--- config.mk ---
export PLATFORM = sky130hd
export DESIGN_NAME = bba_find_zero
export DESIGN_NICKNAME = d
export VERILOG_FILES = /design/src/rtl/bba_pkg.sv /design/src/rtl/bba_find_zero.sv
export SDC_FILE = /design/constraint.sdc
export NUM_CORES = 1
export LEC_CHECK = 0
export BUFFER_PORTS_ARGS = -buffer_cell sky130_fd_sc_hd__buf_2
export CAP_MARGIN = 30
export CORE_AREA = 5 5 42 44
export DETAILED_ROUTE_END_ITERATION = 10
export DIE_AREA = 0 0 47 49
export GPL_TIMING_DRIVEN = 0
export PLACE_DENSITY = 0.67
export SLEW_MARGIN = 15
export SYNTH_ARGS = -nofsm -noshare
export SYNTH_HDL_FRONTEND = slang
export SYNTH_SLANG_ARGS = --single-unit
--- constraint.sdc ---
create_clock -name vclk -period 1.96
set_input_delay 0.098 -clock vclk [all_inputs]
set_output_delay 0.098 -clock vclk [all_outputs]
set_load 0.01 [all_outputs]
--- src/rtl/bba_pkg.sv ---
// ----------------------------------------------------------------------------
// bba_pkg
// Shared types and sizing for the block bitmap allocator: block counts,
// bitmap and summary geometry, status codes and the find-zero result.
// ----------------------------------------------------------------------------
`default_nettype none

package bba_pkg;

    // block space
    localparam int GROUPS           = 4;
    localparam int BLOCKS_PER_GROUP = 8192;
    localparam int INDEX_W          = 15;
    localparam int STATUS_W         = 2;
    localparam int TOTAL_BLOCKS     = GROUPS * BLOCKS_PER_GROUP;
    localparam int NAMEABLE         = 1 << INDEX_W;
    localparam int LIMIT_BLOCKS     = (TOTAL_BLOCKS < NAMEABLE) ? TOTAL_BLOCKS : NAMEABLE;

    // bitmap word geometry
    localparam int WORD_W    = 32;
    localparam int BIT_W     = 5;
    localparam int WORDS     = (LIMIT_BLOCKS + WORD_W - 1) / WORD_W;
    localparam int SUM_WORDS = (WORDS + WORD_W - 1) / WORD_W;
    localparam int WORD_AW   = (WORDS > 1) ? $clog2(WORDS) : 1;
    localparam int SUM_AW    = (SUM_WORDS > 1) ? $clog2(SUM_WORDS) : 1;

    // stream packing
    localparam int S_DATA_W = ((INDEX_W + 7) / 8) * 8;
    localparam int M_DATA_W = ((INDEX_W + STATUS_W + 7) / 8) * 8;

    // request kinds
    localparam logic FUNC_ALLOC = 1'b0;
    localparam logic FUNC_FREE  = 1'b1;

    // result status codes
    typedef enum logic [STATUS_W-1:0] {
        ST_OK       = 2'd0,
        ST_FULL     = 2'd1,
        ST_NOT_USED = 2'd2,
        ST_RANGE    = 2'd3
    } status_t;

    // lowest clear bit of a word
    typedef struct packed {
        logic             found;
        logic [BIT_W-1:0] idx;
    } ffz_res_t;

endpackage

`default_nettype wire

--- src/rtl/bba_find_zero.sv ---
// ----------------------------------------------------------------------------
// bba_find_zero
// Shared priority encoder: position of the lowest clear bit of a 32-bit
// word, used in turn on the summary, the group-summary word and the bitmap.
// ----------------------------------------------------------------------------
`default_nettype none

module bba_find_zero
    import bba_pkg::*;
(
    input  wire logic [WORD_W-1:0] word,
    output ffz_res_t               res
);

    // scan from the top so the lowest clear bit wins
    always_comb begin
        res.found = 1'b0;
        res.idx   = '0;
        for (int i = WORD_W - 1; i >= 0; i--) begin
            if (!word[i]) begin
                res.found = 1'b1;
                res.idx   = BIT_W'(i);
            end
        end
    end

endmodule

`default_nettype wire

* After elaboration in Yosys (flattened, before gate mapping) *
Index checks and enable logic that the tools add are counted.

storage, ports and cells
  register bits after elaboration = 0
  output and inout bits = 6
  word-level logic and storage cells = 32

cells by class
  muxes and demuxes = 32

operators with widths
  cell    number
  $mux 6  32

* Logic depth before layout (Yosys ltp) *
Gate-level depths: netlist of run 1.

  word-level depth = 32
  gate-level depth with buffers = 5
  depth with buffers taken out = 5

* Least setup slack after synthesis of run 1 *
No wires, ideal clock.

  path type = input port to output port
  start = input port word[2]
  end = output port res[4] (netlist bit)
  data arrival time = 0.948 ns
  required time = 1.862 ns
  setup slack = 0.914 ns
  stages on the path = 3
  path through = nand4_1 > or3_4 > nor4_2

RTL lines
  what                line                 RTL
  start: declaration  bba_find_zero.sv:11  input wire logic [WORD_W-1:0] word,
  end: declaration    bba_find_zero.sv:12  output ffz_res_t res

==> results of run 1 <==
==> synth_stat cells <==
master / number / area share
nand2_1: 10 / 0.098
nand4_1: 9 / 0.15
a21oi_1: 7 / 0.091
inv_1: 7 / 0.069
o21ai_0: 5 / 0.065
a31oi_1: 4 / 0.065
nor2_1: 4 / 0.039
nand3_1: 3 / 0.039
o21ai_1: 3 / 0.039
o211ai_1: 2 / 0.039
a211oi_1: 1 / 0.020
a21o_1: 1 / 0.020
a221oi_1: 1 / 0.023
and4_1: 1 / 0.023
nand2_2: 1 / 0.016
nand2_4: 1 / 0.029
nor2b_1: 1 / 0.016
nor3_1: 1 / 0.013
nor3_2: 1 / 0.026
nor4_2: 1 / 0.033
o2111ai_1: 1 / 0.023
o21bai_1: 1 / 0.020
or3_1: 1 / 0.016
or3_4: 1 / 0.029
==> worst min-delay path, stage by stage <==
cell,delay (ps)
buf_2,110
o21ai_0,70
a21oi_1,50
buf_2,130
==> per-stage QoR <==
stage	std cells	util	hold slack [ps]	total power [mW]	setup slack [ps]
2_1_floorplan	68	-	309	0.0314	914
3_3_place_gp	122	0.423	563	0.0891	726
3_5_place_dp	122	0.423	563	0.0904	699
4_1_cts	122	0.423	563	0.0910	690
5_1_grt	122	0.423	574	0.102	622
6_report	122	0.423	562	0.0911	702
==> cell type report <==
| class | count | area share |
|---|---|---|
| multi-input combinational | 61 | 0.601 |
| inverter | 7 | 0.0443 |
| timing repair buffer | 38 | 0.321 |
| tap | 16 | 0.0338 |
==> power groups by stage <==
| stage | Clock (mW) | Combinational [mW] | Sequential, mW |
|---|---|---|---|
| after floorplan | 0 | 0.0314 | 0 |
| after global placement | 0 | 0.0891 | 0 |
| after detailed placement | 0 | 0.0904 | 0 |
| after CTS | 0 | 0.0910 | 0 |
| after global routing | 0 | 0.102 | 0 |
| final | 0 | 0.0911 | 0 |
==> cells by family after synthesis <==
group / after synthesis
buf+inv: 7
compound gates: 26
simple gates: 35
==> final timing paths <==
kind | start | cells past startpoint | end | slack [ps]
worst max-delay path | word[2] | 6 | res[5] | 700
worst min-delay path | word[0] | 4 | res[0] | 560
==> routing by layer <==
| metal | up-vias | part of all wire | GRT usage |
|---|---|---|---|
| met5 | - | 0 | 0 |
| met1 | 283 | 0.42 | 0.161 |
| met4 | 0 | 0 | 0 |
| met2 | 28 | 0.47 | 0.210 |
| met3 | 0 | 0.11 | 0.0148 |
| li1 | 342 | - | - |
==> results.ini, run 1 <==
[run_status]
status = finished, final reports clean

[grt]
grt_max_degree = 6
grt-ovfl-total = 0
track_usage = 0.120
grt_pass1_vias = 614
grt_pass1_wl_mm = 2.29
antenna_found_initial = 0

[pwr]
power_switching_uw = 50.2
power.internal_uw = 40.9
power_density_nw_per_um2 = 154
p_clk_frac = 0
swShare = 0.551
leakage_nw = 0.284
pwr-share-seq = 0
ir_worst_vdd_mv = 0.0615
pwr-share-comb = 1.000

[synth]
synth_top_family_by_area = simple AND/OR/NAND/NOR gates
ys_seq_area_frac = 0
synth-xor-area-share = 0
yosys.area_share.simple = 0.526
synth_nets = 100
synthAdderAreaFrac = 0
avgSynthCellArea_um2 = 5.63
muxShareOfSynthArea = 0
syn_inst = 68
yosys_warnings = 0
syn_area_um2 = 383
synth_compound_area_frac = 0.405
synth.distinct_cells = 24

[setup_path]
path_class = in2out
cp-start-kind = primary input
worstPathRequired_ps = 1860
cp_max_fo = 4
crit_top_cell = buf_2
path_buf_inv = 2
path_cells = buf_2 -> nand4_1 -> or3_4 -> nor3_1 -> nand2_1 -> buf_2
crit_arrival_ps = 1160
path_delay_family = simple AND/OR/NAND/NOR gates
cpPeakStageDelay_ps = 420
end_kind = output port
slowest_stage = or3_4

[cells_and_area]
nFillCells = 170
final_common_cell = buf_2
final_nets = 140
nFlopsAndLatches = 0
antenna_cells = 0
most-common-layout-cells = buf_2, nand2_1, nand4_1
nClkBuffers = 0
area_growth_pct = 54.9
finalInstanceArea_um2 = 593
drive_above_1_share = 0.406
seqCellArea_um2 = 0
multi_input_area_um2 = 357

[placed_design]
gp_congestion = 0.725
dp_hpwl_mm = 1.23
port_buffers = 38
place_area_um2 = 593

[die]
die-area_um2 = 2300
initial_core_util = 0.273
core_area_um2 = 1400
io_pins = 38
die_h_um = 49
dieWidth_um = 47
rows = 14

[sta]
fin_crit_ps = 1260
final-hold-violation-count = 0
setup_viol_count_final = 0
period_share = 0.642
rsz0062_at_grt = no
max-slew-margin-rel = 0.852
tightest_slew_ps = 222
slew_violations = 0
fmax_mhz = 795
tns_ps = 0

[clock_tree]
cts_hold_buffers = 0
postCtsResizedCells = 0
cts_setup_buffers = 0

[hold_path]
min_path_type = in2out

[route]
first_pass_iters = 4
drtAntennaViolNets = 0
via_count = 653
wl_mm = 1.39
drc = 0
wl_per_cell_um = 11.4
first_iter_violations = 14
viasPerCell = 5.35

[flow_run]
maxCapViolCount = 0

Power figures use the tool's default switching activity.
==> inputs of run 2 (changes only) <==
==> constraint.sdc (replaced) <==
create_clock -name vclk -period 1.2
set_input_delay 0.06 -clock vclk [all_inputs]
set_output_delay 0.06 -clock vclk [all_outputs]
set_load 0.01 [all_outputs]
==> results.ini, run 2 (same netlist as run 1, synthesis figures left out) <==
[placed_design]
place_area_um2 = 593
dp_hpwl_mm = 1.23
dp_slack_ps = 15.4
port_buffers = 38
place_inst = 122
gp_congestion = 0.725

[grt]
track_usage = 0.120
grt.busiest_layer = met2
grt-ovfl-total = 0
antenna_found_initial = 0
grt_max_degree = 6
grt_pass1_wl_mm = 2.29
grt_use_met3 = 0.0148
grt_use_met2 = 0.210
grt_pass1_vias = 614
grtUsageMet1 = 0.161

[cells_and_area]
final_nets = 140
layout.cells.non_filler = 122
nFillCells = 164
final_common_cell = buf_2
finalInstanceArea_um2 = 608
area_growth_pct = 58.8
utilization = 0.434
seqCellArea_um2 = 0
antenna_cells = 0
nFlopsAndLatches = 0
multi_input_area_um2 = 372
drive_above_1_share = 0.434
nClkBuffers = 0
most-common-layout-cells = buf_2, nand2_1, nand4_1

[sta]
final-hold-violation-count = 0
setup_viol_count_final = 0
fin_crit_ps = 1140
tns_ps = 0
fin_ws_ps = 58.3
timing.hold.ws_ps = 486
max-slew-margin-rel = 0.830
period_share = 0.951
slew_violations = 0
fmax_mhz = 876
tightest_slew_ps = 255

[setup_path]
cp-start-kind = primary input
crit_path_start = word[2]
worstPathRequired_ps = 1140
cpPeakStageDelay_ps = 400
crit_arrival_ps = 1080
end_kind = output port
path_cells = buf_2 -> nand4_1 -> or3_4 -> nor3_2 -> nand2_1 -> buf_2
slowest_stage = or3_4
path_delay_family = simple AND/OR/NAND/NOR gates
path_buf_inv = 2
crit_top_cell = buf_2
cp.depth = 6
path_class = in2out
cp_max_fo = 4

[die]
die-area_um2 = 2300
io_pins = 38
initial_core_util = 0.273
dieWidth_um = 47
rows = 14
die_h_um = 49
core_area_um2 = 1400

[clock_tree]
cts_setup_buffers = 0
postCtsResizedCells = 0
cts_hold_buffers = 0

[pwr]
pwr-share-comb = 1.000
power_switching_uw = 83.3
power_density_nw_per_um2 = 247
power.internal_uw = 67.0
p_clk_frac = 0
swShare = 0.554
leakage_nw = 0.286
ir_worst_vdd_mv = 0.0985
power_uw = 150
pwr-share-seq = 0

[hold_path]
min_path_type = in2out
hold_path_startpoint = word[0]
holdPathStages = 4

[route]
viasPerCell = 5.31
drc = 0
via_count = 648
wl_mm = 1.41
wl_per_cell_um = 11.5
first_iter_violations = 14
drtAntennaViolNets = 0
first_pass_iters = 4

[flow_run]
maxCapViolCount = 0

[run_status]
status = finished, final reports clean

[run 2: metal layers]
layer  part of all wire  vias to the layer above
met3               0.11                        0
li1                   -                      341
met4                  0                        0
met2               0.47                       26
met5                  0                        -
met1               0.43                      281
[run 2: final cells by class]
type	instances	share of cell area
inverter	7	0.0432
multi-input combinational	61	0.611
tap	16	0.0329
timing repair buffer	38	0.313
[run 2: path summary, 6_finish.rpt]
path  endpoint  slack, ps
min     res[0]        490
max     res[5]         60
[run 2: worst min-delay path, cell delays in order]
cell and delay, ps:
buf_2 110, o21ai_0 70, a21oi_1 50, buf_2 130
[run 2: power by group through the flow]
stage | sequential, mW | combinational (mW) | clock [mW]
after floorplan | 0 | 0.0512 | 0
after detailed placement | 0 | 0.148 | 0
after global placement | 0 | 0.146 | 0
final | 0 | 0.150 | 0
after global routing | 0 | 0.169 | 0
after CTS | 0 | 0.149 | 0
